[src/hdl/ola_pkg.sv]
`timescale 1ns / 1ps
// Shared types and constants for the overlap-add frame buffer.
// No dependencies; imported by ola_out_fifo, overlap_add_frame_buffer and the test bench.
package ola_pkg;

    // Configuration register widths and reset values
    localparam int HOP_W = 8;
    localparam int OVL_W = 4;
    localparam logic [HOP_W-1:0] HOP_RESET = 8'd64;
    localparam logic [OVL_W-1:0] OVL_RESET = 4'd4;

    // Register index, taken from the word address bit of paddr
    typedef enum logic {
        REG_HOP_LENGTH    = 1'b0,
        REG_OVERLAP_COUNT = 1'b1
    } t_reg_idx;

    // Result queue geometry
    localparam int OUT_FIFO_DEPTH = 4;
    localparam int FIFO_PTR_W     = 2;
    localparam int FIFO_CNT_W     = 3;

    typedef struct packed {
        logic [FIFO_CNT_W-1:0] count;
    } t_fifo_stat;

endpackage

[src/hdl/ola_out_fifo.sv]
`timescale 1ns / 1ps
// Small result queue that parts the accumulator pipeline from the output channel.
// Depends on ola_pkg for depth, pointer widths and the status struct.
module ola_out_fifo import ola_pkg::*; #(
    parameter int DW = 25
) (
    input  logic          i_clk,
    input  logic          i_rst_n,
    input  logic          i_push,
    input  logic [DW-1:0] i_push_data,
    output logic          o_valid,
    output logic [DW-1:0] o_data,
    input  logic          i_pop_ready,
    output t_fifo_stat    o_stat
);

    logic [DW-1:0]         r_mem [OUT_FIFO_DEPTH];
    logic [FIFO_PTR_W-1:0] r_wr_ptr;
    logic [FIFO_PTR_W-1:0] r_rd_ptr;
    logic [FIFO_CNT_W-1:0] r_count;
    logic                  pop;

    assign o_valid      = (r_count != '0);
    assign o_data       = r_mem[r_rd_ptr];
    assign pop          = o_valid && i_pop_ready;
    assign o_stat.count = r_count;

    always_ff @(posedge i_clk) begin
        if (i_push) begin
            r_mem[r_wr_ptr] <= i_push_data;
        end
    end

    always_ff @(posedge i_clk) begin
        if (!i_rst_n) begin
            r_wr_ptr <= '0;
            r_rd_ptr <= '0;
            r_count  <= '0;
        end else begin
            if (i_push) begin
                r_wr_ptr <= r_wr_ptr + 1'b1;
            end
            if (pop) begin
                r_rd_ptr <= r_rd_ptr + 1'b1;
            end
            case ({i_push, pop})
                2'b10:   r_count <= r_count + 1'b1;
                2'b01:   r_count <= r_count - 1'b1;
                default: r_count <= r_count;
            endcase
        end
    end

endmodule

[config.mk]
export PLATFORM = sky130hd
export DESIGN_NAME = ola_out_fifo
export DESIGN_NICKNAME = d
export VERILOG_FILES = /design/src/hdl/ola_pkg.sv /design/src/hdl/ola_out_fifo.sv
export SDC_FILE = /design/constraint.sdc
export NUM_CORES = 1
export LEC_CHECK = 0
export BUFFER_PORTS_ARGS = -buffer_cell sky130_fd_sc_hd__buf_4
export CAP_MARGIN = 25
export CORE_MARGIN = 2
export CORE_UTILIZATION = 50
export DETAILED_ROUTE_END_ITERATION = 12
export PLACE_DENSITY = 0.71
export SLEW_MARGIN = 10
export SYNTH_ARGS = -nofsm -noshare
export SYNTH_HDL_FRONTEND = slang
export SYNTH_SLANG_ARGS = --single-unit
[constraint.sdc]
create_clock -name i_clk -period 4.6 [get_ports i_clk]
set_input_delay 0.46 -clock i_clk [delete_from_list [all_inputs] [get_ports i_clk]]
set_output_delay 0.46 -clock i_clk [all_outputs]
set_load 0.01 [all_outputs]
After elaboration in Yosys (flattened, before gate mapping)
Memory sizes are Yosys's and may differ from the RTL's. A register that Yosys moved wholly into a read port is not among the register bits.
Index checks and enable logic that the tools add are counted.
{"block": "op_classes", "addsub": 4, "n_eq_ne": 2, "muxes": 5, "reduce_logical": 3}
{"operator": "case mux 3 bit (2 select lines)", "n": 1}
{"operator": "adder 2 x 1 -> 2 bit, second input constant", "n": 2}
{"operator": "2-to-1 mux 2 bit", "n": 2}
{"operator": "adder 3 x 1 -> 3 bit, second input constant", "n": 1}
{"operator": "nonzero test 3 bit", "n": 1}
{"operator": "subtractor 3 x 1 -> 3 bit, second input constant", "n": 1}
{"operator": "== test 2 x 1 -> 1 bit, second input constant", "n": 1}
{"operator": "== test 2 bit, second input constant", "n": 1}
{"operator": "2-to-1 mux 1 bit", "n": 2}
{"operator": "nonzero test 2 bit", "n": 1}
{"operator": "logical AND 1 bit", "n": 1}
{"block": "word_totals", "regBits": 7, "mem_bits_rw": 100, "out_inout_bits": 29, "n_memories": 1}
{"memory": "r_mem", "words": 4, "width": 25, "read_ports": 1, "rd_ports_with_merged_regs": 1, "write_ports": 1, "line": "ola_out_fifo.sv:17", "text": "logic [DW-1:0] r_mem [OUT_FIFO_DEPTH];"}

Logic depth before layout (Yosys ltp)
Gate-level depths: netlist of run 1.
{"block": "depth", "depth_word": 4, "mapped_depth": 7}

Least setup slack after synthesis of run 1
Ideal clock, no wire load.
{"block": "synth_timing", "path_kind": "reg2reg", "start": "register r_count[0], in the netlist o_stat[0]", "end": "register r_count[2], in the netlist o_stat[2]", "setup_time_ps": 76, "t_arrival_ps": 1792, "path_slack_ps": 2732, "stages_incl_launch_ff": 8, "path_buffers": 0, "synth_period_minus_slack_ps": 1868, "cell_sequence": "dfxtp_1 -> o31a_1 -> ha_1 -> inv_1 -> fa_1 -> xor2_1 -> or3_1 -> a21boi_0"}
{"block": "synth_between", "elab_chain_cells": 4, "word_cells_on_any_way": 8}
{"element": "start, declared", "line": "ola_out_fifo.sv:20", "text": "logic [FIFO_CNT_W-1:0] r_count;"}
{"element": "start signal, assigned", "line": "ola_out_fifo.sv:47", "text": "2'b10: r_count <= r_count + 1'b1;"}
{"element": "start signal, assigned", "line": "ola_out_fifo.sv:48", "text": "2'b01: r_count <= r_count - 1'b1;"}
{"element": "start signal, assigned", "line": "ola_out_fifo.sv:49", "text": "default: r_count <= r_count;"}
{"element": "nonzero test 3 bit (*)", "line": "ola_out_fifo.sv:23", "text": "assign o_valid = (r_count != '0);"}
{"element": "logical AND 1 bit (*)", "line": "ola_out_fifo.sv:25", "text": "assign pop = o_valid && i_pop_ready;"}
{"element": "via pop", "line": "ola_out_fifo.sv:21", "text": "logic pop;"}
{"element": "== test 2 x 1 -> 1 bit or == test 2 bit (tied branches)", "line": "ola_out_fifo.sv:46", "text": "case ({i_push, pop})"}
{"element": "case mux 3 bit (2 select lines) or nonzero test 2 bit (tied branches)"}
The timed path passes the listed nets; every way through them passes the cells marked *.
A chain may end at the register's enable or synchronous reset.

==> results of run 1 <==
-- critical path, cell delays in order (launching register included) --
cell	delay (ns)
dfxtp_2	0.92
mux4_1	0.67
buf_4	0.16
-- logic make-up (layout without fill, tap and decap cells) --
group / count (synthesis) / after routing / share of synthesized area [%]
flops: 109 / 109 / 77.4
mux: 26 / 26 / 14.4
simple gates: 14 / 14 / 2.07
buf+inv: 12 / 84 / 2.16
fa+ha+maj: 6 / 6 / 2.01
compound gates: 5 / 5 / 0.853
xor+xnor: 5 / 5 / 1.07
-- flip-flops by register name, indices dropped and copies added, names as in the netlist, named ones only --
name and cells:
o_stat 3, r_mem 100, r_rd_ptr 2, r_wr_ptr 2
-- power by group through the flow --
stage	logic (mW)	registers [mW]	clock network [mW]
2_1_floorplan	0.339	1.20	0
3_3_place_gp	0.460	1.25	0
3_5_place_dp	0.470	1.25	0
4_1_cts	0.472	1.23	0.525
5_1_grt	0.506	1.24	0.555
6_report	0.462	1.22	0.510
-- through the flow --
stage               total power, mW  setup slack, ns  cells  utilization (%)  area (sq um)
floorplan                      1.54             2.73    177                -          4110
global placement               1.71             2.36    338             57.4          4640
detailed placement             1.72             2.33    338             57.4          4640
CTS                            2.22             1.93    354             59.5          4820
global route                   2.30             1.87    354             59.5          4820
finish                         2.19             2.02    354             59.5          4820
-- worst paths after layout --
check,from,to,slack [ns],depth (start not counted)
min reg2reg,o_stat[2]$_SDFFE_PN0P_,o_stat[2]$_SDFFE_PN0P_,0.55,2
min,i_push_data[5],r_mem[1][5]$_DFFE_PP_,0.29,1
max,register,o_data[21],2.02,2
max reg2reg,o_stat[0]$_SDFFE_PN0P_,o_stat[2]$_SDFFE_PN0P_,2.68,7
-- routing by layer --
layer  up-vias  part of all wire, %  GRT usage (%)
li1        853                    -              -
met1       953                   42           20.2
met2        43                   53           28.3
met3         9                  3.3           2.87
met4         0                  1.6           6.88
met5         -                    0              0
-- cell usage after synthesis --
library cell,n
buf_2,2
xor2_1,2
mux4_1,5
clkbuf_2,1
nand2_1,1
fa_1,1
o21ai_0,2
dfxtp_1,9
ha_1,5
or3_1,2
mux4_2,20
mux2i_1,1
a21boi_0,1
buf_6,1
o31a_1,1
xnor2_1,3
o311ai_1,1
and2_1,8
buf_12,2
inv_1,6
nor2b_1,3
edfxtp_1,100
-- layout make-up --
cell class / instances / share of cell area [%]
clock buffers: 9 / 2.57
inverters: 6 / 0.468
repair buffers: 62 / 9.66
clock inverters: 7 / 1.04
multi-input cells: 56 / 17.4
flip-flops and latches: 109 / 66.1
well taps: 105 / 2.73
-- cells in the final DEF, fill, tap and decap left out, types with 3 or more instances in the layout --
master and n:
mux4_2 20, and2_1 8, ha_1 5, dfxtp_1 8, inv_1 6, xnor2_1 3
mux4_1 5, clkbuf_8 9, nor2b_1 3, edfxtp_1 100, buf_4 62
==> results.md, run 1 <==
- Pin placement for this block handled slightly below 60 I/O pins.
- The deepest level of the CTS H-tree is 3.
- Across the run, the number of max-cap violations was 0.
- The final hold violation count is 0.
- The clock share of power is 23.3%.
- The detail route stage leaves a number of antenna-violating nets equal to 0.
- The data required time at the worst endpoint is 4.14 ns.
- After synthesis, the mean cell area works out to 23.2 sq um.
- The maximum clock skew at final layout is 0.0115 ns.
- The share of Yosys cell area claimed by the top area cell type is about three quarters.
- The floorplan core area is 8090 sq um.
- The combinational share of power is a little over a fifth.
- The area used by multi-input combinational logic is 838 sq um.
- After synthesis the cells add up to 4110 sq um.
- After synthesis, the cell types taking the most area are edfxtp_1 73%, mux4_2 11%, dfxtp_1 4.4%, mux4_1 3.2%, ha_1 1.5%.
- The via density per instance is approximately 5.2.
- The congestion estimate from routability-driven global placement came to about 0.66.
- The die is 94.7 microns wide.
- The net count after synthesis is approximately 210.
- The maximum fanout count along the critical path is 25.
- The instance count of the mapped netlist is about 180.
- The critical path is of the register to output pin type.
- Registers are responsible for between 50 and 60% of the overall power.
- The overflow left after global routing is 0.
- The total wire length after detailed routing is ~6700 microns.
- The sequential share of the synthesized area is 77.4%.
- From synthesis to final layout, the design area changed by 17.2%.
- In this run the core area contains 33 standard-cell rows.
- The initial utilization of the core area, before any placement, comes to between 50% and 60%.
- The total power divided by cell area is around 460 nW/um^2.
- The number of global-route vias before repair is around 2000.
- The number of gates resized after CTS was 0.
- The total clock sinks is ~110.
- The first routing iteration left just over 90 violations.
- The final routed wire length divided by cell count is about 19 microns.
- The aggregate negative setup slack is 0 ns.
- The clock latency on the worst-skew pair is 0.37 ns.
- The global-route usage over all layers is 16.3%.
- The number of nets in the finished design is ~280.
- The count of input and output buffers is 57.
- The switching share of power is 26.0%.
- The largest area contributor in the netlist is edfxtp_1.
- The number of buffers between clock root and the deepest sink is 2.
- The TritonCTS clock tree is yes.
- After clock tree synthesis, the clock-pin slew on the worst setup and hold paths is 0.11 ns.
- Headroom to the max-slew limit came out at 40.1%.
- The global-route wire length before repair is slightly above 10000 microns.
- The worst-case IR drop observed on VDD is around 0.33 mV.
- The worst hold path class is primary input to register.
- After filler insertion, the fill cell instance count of the layout stands at approximately 620.
- The worst setup path is launched from a register.
- The type of destination of the critical path is an output pin.
- The final worst hold slack is roughly 0.29 ns.
- Timing would allow up to about 390 MHz.
- The initial antenna violation count is 0.
- In this run, CTS created clock tree buffers numbering 9.
- The flow ran to the end, and the final reports show no timing, DRC or antenna violations.
- For this run, the number of Yosys warnings is 0.
- The internal power of the cells totals 1.62 mW.
- The share of cells above drive strength 1 is about two fifths.
- For this design the static power due to leakage is between 1.5 and 2 nW.
- The number of setup buffers added after CTS is 0.
- Setup repair after global routing left no endpoint under its margin.
- The worst path needs 2.58 ns of the cycle, external delays included.
- The slew of the pin with the lowest slew margin is between 0.8 and 0.9 ns.
- The sequential cells in the finished layout cover a total of between 3000 and 4000 sq um.
- After detailed routing, the number of remaining DRC violations is 0.
- The number of synthesized register bits is approximately 110.
- The data arrival time of the critical path is around 2.1 ns.
- The root buffer cell chosen for the clock tree is clkbuf_8.
- The HPWL after detailed placement is 4340 microns.
- The largest net degree at the start of global routing is 26.
- The number of pins exceeding their max-slew limit in the final report was 0.
- The number of antenna diodes in the final layout is 0.
- In this run the vertical extent of the chip is 94.7 microns.
- The floorplan step defined a die boundary enclosing approximately 9000 sq um.
- Dividing the final minimum period by the clock period gives 56.1%.
- The setup violation total in the final timing report is 0.
- The count of hold-fix buffers inserted at cts is 0.
- The routed via count is 1858.
- The reported net switching power is 0.570 mW.
- The count of different cell masters after synthesis is 22.
- The number of search-and-repair iterations in the first detailed-routing pass is 4.
No activity file was read; power rests on OpenSTA's default activity.
==> run 2: changes to the inputs <==
--- a/config.mk
+++ b/config.mk
@@ -5,6 +5,7 @@
 export SDC_FILE = /design/constraint.sdc
 export NUM_CORES = 1
 export LEC_CHECK = 0
+export ABC_AREA = 1
 export BUFFER_PORTS_ARGS = -buffer_cell sky130_fd_sc_hd__buf_4
 export CAP_MARGIN = 25
 export CORE_MARGIN = 2
==> constraint.sdc (replaced) <==
create_clock -name i_clk -period 2.7 [get_ports i_clk]
set_input_delay 0.27 -clock i_clk [delete_from_list [all_inputs] [get_ports i_clk]]
set_output_delay 0.27 -clock i_clk [all_outputs]
set_load 0.01 [all_outputs]
==> run 2 against run 1 <==
  * Worst hold slack got worse by 0.19 ns
  * Via count increased by 34%
  * Register-to-register slack got worse by 1.7 ns
  * Final area increased by 2.8%
  * Synthesized cell count increased by 73%
  * Synthesized area increased by 4.0%
  * Largest cell class unchanged
  * Clock power increased by 72%
  * Sequential cell count unchanged
  * Final cell count increased by 34%
  * Utilization increased by 0.46 points
  * Combinational power increased by 87%
==> results.md, run 2 <==
- The flow ran to the end, and the final reports show no timing, DRC or antenna violations.
- In the synthesized netlist the dominant register cell turns out to be edfxtp_1.
- The number of gates given a new drive strength after cts is 0 (unchanged).
- The number of nets in the finished design is 401 (+44%).
- The data arrival time of the critical path is 1.89 ns (-0.23 ns).
- The total wire length after detailed routing is 7400 microns (+9.7%).
- The HPWL after detailed placement is 4490 microns (+3.5%).
- The share of cells above drive strength 1 is 27.5% (-12 points).
- The reg2reg setup slack is 0.96 ns (-1.72 ns).
- The design area is 4950 sq um (+2.8%).
- The top-level port count is 58 (unchanged).
- The leading cell type in the layout, fill and taps excluded is edfxtp_1.
- The type of the worst setup path is register to output pin.
- The register with the most flip-flops is r_mem.
- The floorplan core area was 8260 sq um (+2.0%).
- The number of pins exceeding their max-slew limit in the final report is 0 (unchanged).
- The maximum fanout count along the critical path was 50 (+100%).
- The setup slack at placement is 0.955 ns (-1.38 ns).
- The TritonCTS buffer count is 9 (unchanged).
- The ratio of final minimum period to clock period is about four fifths.
- The TritonCTS clock tree is yes.
- STA classifies the critical path startpoint as a register.
- The sequential share of the synthesized area was 74.5% (-2.9 points).
- The post-synthesis instance area came to 4270 sq um (+4.0%).
- The final worst hold slack was 0.100 ns (-0.188 ns).
- The horizontal die dimension was 96.4 microns (+1.9%).
- The average cell area after synthesis is 13.9 sq um (-40%).
- The cell depth of the worst flop-to-flop path is 13 (+6).
- The die footprint is 9300 sq um (+3.8%).
- The final routed wire length divided by cell count is 15.6 microns (-18%).
- Setup repair after global routing left no endpoint under its margin.
- The async set or reset register ratio after synthesis is 0% (unchanged).
- The aggregate negative setup slack is 0 ns (unchanged).
- The overflow left after global routing is 0 (unchanged).
- The count of input and output buffers was 57 (unchanged).
- The worst hold path class is primary input to register.
- The root buffer cell chosen for the clock tree is clkbuf_8.
- The type of destination of the critical path is an output pin.
- The data required time at the worst endpoint was 2.43 ns (-1.71 ns).
- The number of global-route vias before repair is 2370 (+20%).
- The clock latency on the worst-skew pair is 0.36 ns (about the same).
- The number of placed cells counting well taps is 460 (+36%).
- The flip-flop count of the largest register, all copies and words added came to 100 (unchanged).
- In the post-synthesis netlist, the biggest area contributors are edfxtp_1 70%, nor2_1 4.9%, dfxtp_1 4.2%, o21ai_2 4.1%, o22ai_1 3.7%.
- The largest area contributor in the netlist is edfxtp_1.
- The maximum clock skew at final layout is 0.00635 ns (-0.00514 ns).
- The placement row count came to 33 (unchanged).
- The global-route wire length before repair is 11500 microns (+11%).
- The die height came to 96.4 microns (+1.9%).
- The library cells used most frequently in the layout, excluding fill and tap cells, are 100 x edfxtp_1, 61 x buf_4, 56 x nor2_1.
- The initial core utilization is 51.7% (+0.95 points).
- The global-route usage over all layers is 17.2% (+0.95 points).
- The number of synthesized register bits is 109 (unchanged).
- Counting instances in the post-synthesis netlist gives the leading cell types as 100 x edfxtp_1, 56 x nor2_1, 25 x o21ai_1, 25 x o22ai_1, 20 x o21ai_2.
- The top achievable clock speed is 464 MHz.
- The number of search-and-repair iterations in the first detailed-routing pass was 4 (unchanged).
- The static leakage is 1.82 nW (+10%).
- The largest net degree at the start of global routing is 51 (+96%).
- The routed via count came to 2496 (+34%).
- The fill cell total of the finished layout came to 657 (+5.5%).
- The placed instance area is 4780 sq um (+2.9%).
- The violation count after the first detailed-routing iteration is 124 (+36%).
- The number of warning messages in the yosys log is 0 (unchanged).
- The number of buffers between clock root and the deepest sink came to 2 (unchanged).
- The share of Yosys cell area claimed by the top area cell type is 70.3% (-2.8 points).
- Subtracting the final worst setup slack from the clock period gives 2.16 ns.
- The number of cells in the finished layout apart from fillers is 476 (+34%).
- The number of setup buffers added after CTS is 0 (unchanged).
- The worst register-to-register path ends at o_stat[2]$_SDFFE_PN0P_.
- The net count after synthesis is 342 (+61%).
- The minimum setup slack in the final design was 0.544 ns (-1.47 ns).
- The setup violation total in the final timing report came to 0 (unchanged).
- The number of max-cap violations came to 0 (unchanged).
- The worst setup path endpoint is o_data[11].
- The worst slew slack as a fraction of its limit is 54.5% (+14 points).
- The post-route DRC violation count came to 0 (unchanged).
- The instance count of the mapped netlist is 307 (+73%).
- The post-detailed-route count of antenna-violating nets is 0 (unchanged).
- The critical register-to-register path startpoint is o_stat[1]$_SDFFE_PN0P_.
- The clock-pin slew reported for the worst setup and hold paths after clock tree synthesis came to 0.10 ns (about the same).
- The antenna diode instance count is 0 (unchanged).
- Relative to the synthesized area, the layout overhead comes to 15.9%.
- The final hold violation count is 0 (unchanged).
- The initial antenna violation count is 0 (unchanged).
- The total clock sinks is 109 (unchanged).
- The deepest level of the CTS H-tree is 3 (unchanged).
- The peak supply drop is 0.357 mV (+7.6%).
- The count of hold-fix buffers inserted at cts is 0 (unchanged).
- The number of enable flip-flop cells after synthesis is 100 (unchanged).
- The total power divided by cell area is 754 nW/um^2 (+66%).
- The most common cell in the synthesized netlist is edfxtp_1.
- The via density per instance was 5.24 (about the same).
- The slew of the pin with the lowest slew margin is 0.682 ns (-0.217 ns).
- The final weighted congestion of routability-driven global placement was 0.754 (+14%).
- The count of different cell masters after synthesis came to 18 (-18%).
==> run 2: cell count changes after synthesis, sizes merged, moves of 3 or more <==
cell	delta
a21oi	+5
and2	-8
buf	+10
inv	+13
mux4	-25
nand2	+14
nand3	+3
nor2	+56
nor2b	-3
o21ai	+52
o22ai	+25
xnor2	-3
==> run 2: metal layers <==
layer	up-vias	global-route usage (%)	share of wire [%]
met5	-	0	0
met4	0	8.57	2.2
met3	13	3.88	3.4
met2	48	28.9	52
met1	1207	21.2	42
li1	1228	-	-
==> run 2: cells by family after synthesis <==
family | Yosys count | share of synthesized area [%]
AO/OA/AOI/OAI | 84 | 12.3
AND/OR/NAND/NOR | 74 | 6.59
flip-flops | 109 | 74.5
buffers and inverters | 34 | 4.66
adder cells (fa/ha/maj) | 6 | 1.93
==> run 2: critical path, stage by stage (launching register included) <==
cell     delay [ns]
dfxtp_2        0.45
inv_4          0.50
nor2_1         0.09
o22ai_1        0.28
buf_4          0.17
==> run 2: metrics by stage <==
step	util, %	power, mW
global route	60.0	3.91
finish	60.0	3.73
detailed placement	57.9	2.91
global placement	57.9	2.89
CTS	60.0	3.76
floorplan	-	2.57
==> run 2: how the worst min path moves through the flow <==
| stage | start | end | slack, ns | depth (start not counted) |
|---|---|---|---|---|
| after global placement | i_push_data[24] | r_mem[2][24]$_DFFE_PP_ | 0.47 | 1 |
| after CTS | i_push_data[24] | r_mem[3][24]$_DFFE_PP_ | 0.09 | 1 |
| after global routing | i_push_data[24] | r_mem[2][24]$_DFFE_PP_ | 0.08 | 1 |
| final | i_push_data[24] | r_mem[0][24]$_DFFE_PP_ | 0.10 | 1 |
| after floorplan | i_push_data[0] | r_mem[0][0]$_DFFE_PP_ | 0.37 | 0 |
| after detailed placement | i_push_data[6] | r_mem[1][6]$_DFFE_PP_ | 0.47 | 1 |
==> run 2: where the power goes <==
| part | internal (mW) | switching (mW) |
|---|---|---|
| Clock | 0.338 | 0.537 |
| Combinational | 0.365 | 0.498 |
| Sequential | 1.94 | 0.0571 |
| Total | 2.64 | 1.09 |
==> run 2: final cells by class <==
cell class | count | area (sq um) | share of cell area, %
Clock buffer | 9 | 124 | 2.50
Clock inverter | 7 | 50.0 | 1.01
Timing Repair Buffer | 63 | 498 | 10.1
Multi-Input combinational cell | 164 | 891 | 18.0
Inverter | 19 | 73.8 | 1.49
Sequential cell | 109 | 3180 | 64.3
Tap cell | 105 | 131 | 2.65
==> run 3: changes to the inputs <==
--- a/config.mk
+++ b/config.mk
@@ -11,7 +11,7 @@
 export CORE_MARGIN = 2
 export CORE_UTILIZATION = 50
 export DETAILED_ROUTE_END_ITERATION = 12
-export PLACE_DENSITY = 0.71
+export PLACE_DENSITY = 0.74
 export SLEW_MARGIN = 10
 export SYNTH_ARGS = -nofsm -noshare
 export SYNTH_HDL_FRONTEND = slang
==> constraint.sdc (replaced) <==
create_clock -name i_clk -period 1.8 [get_ports i_clk]
set_input_delay 0.18 -clock i_clk [delete_from_list [all_inputs] [get_ports i_clk]]
set_output_delay 0.18 -clock i_clk [all_outputs]
set_load 0.01 [all_outputs]
==> run 3 against run 2 <==
  * Final area up 5.7%
  * Global-route usage down 0.46 points
  * Clock power up 50%
  * Sequential share of layout area down 3.4 points
  * Worst hold slack worse by 0.086 ns
  * Clock skew about the same
  * First-iteration DRC count up 66%
==> results.md, run 3 (same netlist as run 2, synthesis figures left out) <==
- The run finished with clean final reports.
- The top-level port count is 58 (unchanged).
- The data arrival time of the critical path is 1.52 ns (-0.37 ns).
- The critical register-to-register path startpoint is o_stat[2]$_SDFFE_PN0P_.
- The met2 layer usage reported by global route was 28.7% (-0.17 points).
- The die height is 96.4 microns (unchanged).
- The worst slew slack as a fraction of its limit is 84.4% (+30 points).
- The final hold violation count was 0 (unchanged).
- The final routed wire length divided by cell count is 15.2 microns (-2.1%).
- The path class of the tightest hold or removal check is primary input to register.
- The floorplan core area came to 8260 sq um (unchanged).
- The met1 capacity usage during global routing is 20.2% (-1.0 points).
- The overflow left after global routing is 0 (unchanged).
- Walking the worst path, the cells encountered are buf_8 -> o21ai_0 -> o22ai_1 -> buf_4.
- The total wire length after detailed routing is 7570 microns (+2.3%).
- The data required time at the worst endpoint is 1.62 ns (-0.81 ns).
- The largest net degree at the start of global routing is 33 (-35%).
- Derived from the worst setup path, the maximum achievable clock frequency is approximately 590 MHz.
- The peak supply drop is 0.644 mV (+80%).
- The count of input and output buffers was 57 (unchanged).
- The number of buffers between clock root and the deepest sink is 2 (unchanged).
- Ranked by flip-flop count, first place goes to r_mem.
- The clock-pin slew reported for the worst setup and hold paths after clock tree synthesis is 0.10 ns (about the same).
- In the layout the commonest cells are 100 x edfxtp_1, 64 x buf_4, 56 x nor2_1.
- The growth of design area from synthesis to finish is 22.5%.
- The post-route DRC violation count was 0 (unchanged).
- The global-route usage over all layers is 16.8% (-0.46 points).
- STA classifies the critical path endpoint as an output pin.
- Setup repair after global routing left no endpoint under its margin.
- The minimum setup slack in the final design is 0.103 ns (-0.440 ns).
- The violation count after the first detailed-routing iteration is 206 (+66%).
- The initial antenna violation count is 0 (unchanged).
- The cell depth of the worst flop-to-flop path is 13 (unchanged).
- The type of the worst setup path is register to output pin.
- The final weighted congestion of routability-driven global placement is 0.785 (+4.1%).
- The aggregate negative setup slack came to 0 ns (unchanged).
- The leading cell type in the layout, fill and taps excluded is edfxtp_1.
- The reg-to-reg critical path endpoint is o_stat[2]$_SDFFE_PN0P_.
- The static leakage came to 1.94 nW (+6.8%).
- The clock latency on the worst-skew pair is 0.36 ns (about the same).
- The number of nets in the finished design is 422 (+5.2%).
- The maximum clock skew at final layout is 0.00632 ns (-0.0000368 ns).
- The number of max-cap violations is 0 (unchanged).
- The post-detailed-route count of antenna-violating nets is 0 (unchanged).
- The maximum fanout count along the critical path was 32 (-36%).
- TritonCTS built the clock tree.
- The deepest level of the CTS H-tree is 3 (unchanged).
- Of the available clock period, the critical path in the final layout requires between 90 and 100%.
- The layer carrying the most global-route usage is met2.
- The number of pins exceeding their max-slew limit in the final report was 0 (unchanged).
- The startpoint type of the worst setup path is a register.
- The HPWL after detailed placement is 4620 microns (+2.8%).
- The via density per instance was 5.19 (-0.96%).
- The placement row count is 33 (unchanged).
- The horizontal die dimension is 96.4 microns (unchanged).
- The minimum period implied by the final worst setup slack is between 1.5 and 2 ns.
- The reg2reg setup slack is 0.13 ns (-0.83 ns).
- The antenna diode instance count came to 0 (unchanged).
- The setup slack at placement is 0.0355 ns (-0.920 ns).
- The setup violation total in the final timing report is 0 (unchanged).
- CTS placed an instance of clkbuf_8 at the clock tree root.
- The share of cells above drive strength 1 came to 30.1% (+2.6 points).
- The number of global-route vias before repair was 2311 (-2.5%).
- The fill cell total of the finished layout is 603 (-8.2%).
- The global-route met3 utilization is 4.65% (+0.78 points).
- The TritonCTS buffer count is 9 (unchanged).
- The number of search-and-repair iterations in the first detailed-routing pass came to 4 (unchanged).
- The slew of the pin with the lowest slew margin is 0.234 ns (-0.448 ns).
- The peak per-stage delay on the critical path is 0.41 ns (-0.09 ns).
- The global-route wire length before repair was 11100 microns (-3.7%).
- The initial core utilization is 51.7% (unchanged).
- The slowest stage of the critical path belongs to the cell dfxtp_2.
- The total power divided by cell area was 1100 nW/um^2 (+47%).
- The worst setup path endpoint is o_data[22].
- The total clock sinks is 109 (unchanged).
- The flip-flop count of the largest register, all copies and words added was 100 (unchanged).
- The routed via count is 2581 (+3.4%).
- The die footprint came to 9300 sq um (unchanged).
-- run 3: changes by cell type in the layout (fill, tap and decap cells not counted), sizes merged --
| cell | delta |
|---|---|
| buf | +8 |
| dlygate4sd3 | +12 |
| clkbuf | +1 |
-- run 3: cell type report --
type,count,area [sq um],share of cell area (%)
inverter,19,76.3,1.46
sequential,109,3190,60.9
tap,105,131,2.51
timing repair buffer,84,752,14.4
clock buffer,9,124,2.37
clock inverter,7,60.1,1.15
multi-input combinational,164,902,17.2
-- run 3: metal layers --
metal  up-vias  routed length, microns  share of wire [%]
met2        75                    3910                 52
met3        12                     374                4.9
met4         0                     115                1.5
met5         -                       0                  0
met1      1224                    3170                 42
li1       1270                       -                  -
-- run 3: worst max-delay path, delay by kind of cell (launching register included) --
kind / cells / cell delay (ns)
AOI/OAI and AO/OA: 2 / 0.35
buffers and inverters: 2 / 0.40
DFF: 1 / 0.41
-- run 3: per-stage QoR --
stage | cells | util (%) | total power [mW] | hold slack [ns] | instance area [sq um]
after floorplan | 307 | - | 3.86 | 0.279 | 4270
after global placement | 467 | 59.0 | 4.40 | 0.380 | 4870
after detailed placement | 467 | 59.0 | 4.44 | 0.383 | 4870
after CTS | 487 | 61.7 | 5.74 | 0.000675 | 5100
after global routing | 497 | 63.4 | 6.08 | 0.00000655 | 5240
final | 497 | 63.4 | 5.78 | 0.0139 | 5240
-- run 3: how the worst min path moves through the flow --
stage / start / slack, ns / to / cells after the start
floorplan: i_push_data[0] / 0.28 / r_mem[0][0]$_DFFE_PP_ / 0
global placement: i_push_data[13] / 0.38 / r_mem[0][13]$_DFFE_PP_ / 1
detailed placement: i_push_data[16] / 0.38 / r_mem[3][16]$_DFFE_PP_ / 1
CTS: i_push_data[4] / 0.0007 / r_mem[3][4]$_DFFE_PP_ / 1
global route: i_push_data[11] / 0.000007 / r_mem[2][11]$_DFFE_PP_ / 1
finish: i_push_data[3] / 0.01 / r_mem[2][3]$_DFFE_PP_ / 1
-- run 3: repair_timing --
| item | 4_1_cts | 5_1_grt |
|---|---|---|
| resized for setup | 1 | 10 |
| cloned | 0 | 1 |
| endpoints found under the hold margin | 16 | 25 |
| buffers inserted | 0 | 1 |
| setup endpoints to repair | 1 | 17 |
| hold buffers | 4 | 8 |
-- run 3: report_power, final --
group	total, mW	leakage [nW]	internal (mW)	switching [mW]
sequential	2.97	0.994	2.91	0.0630
combinational	1.50	0.866	0.675	0.828
clock	1.31	0.0840	0.521	0.788
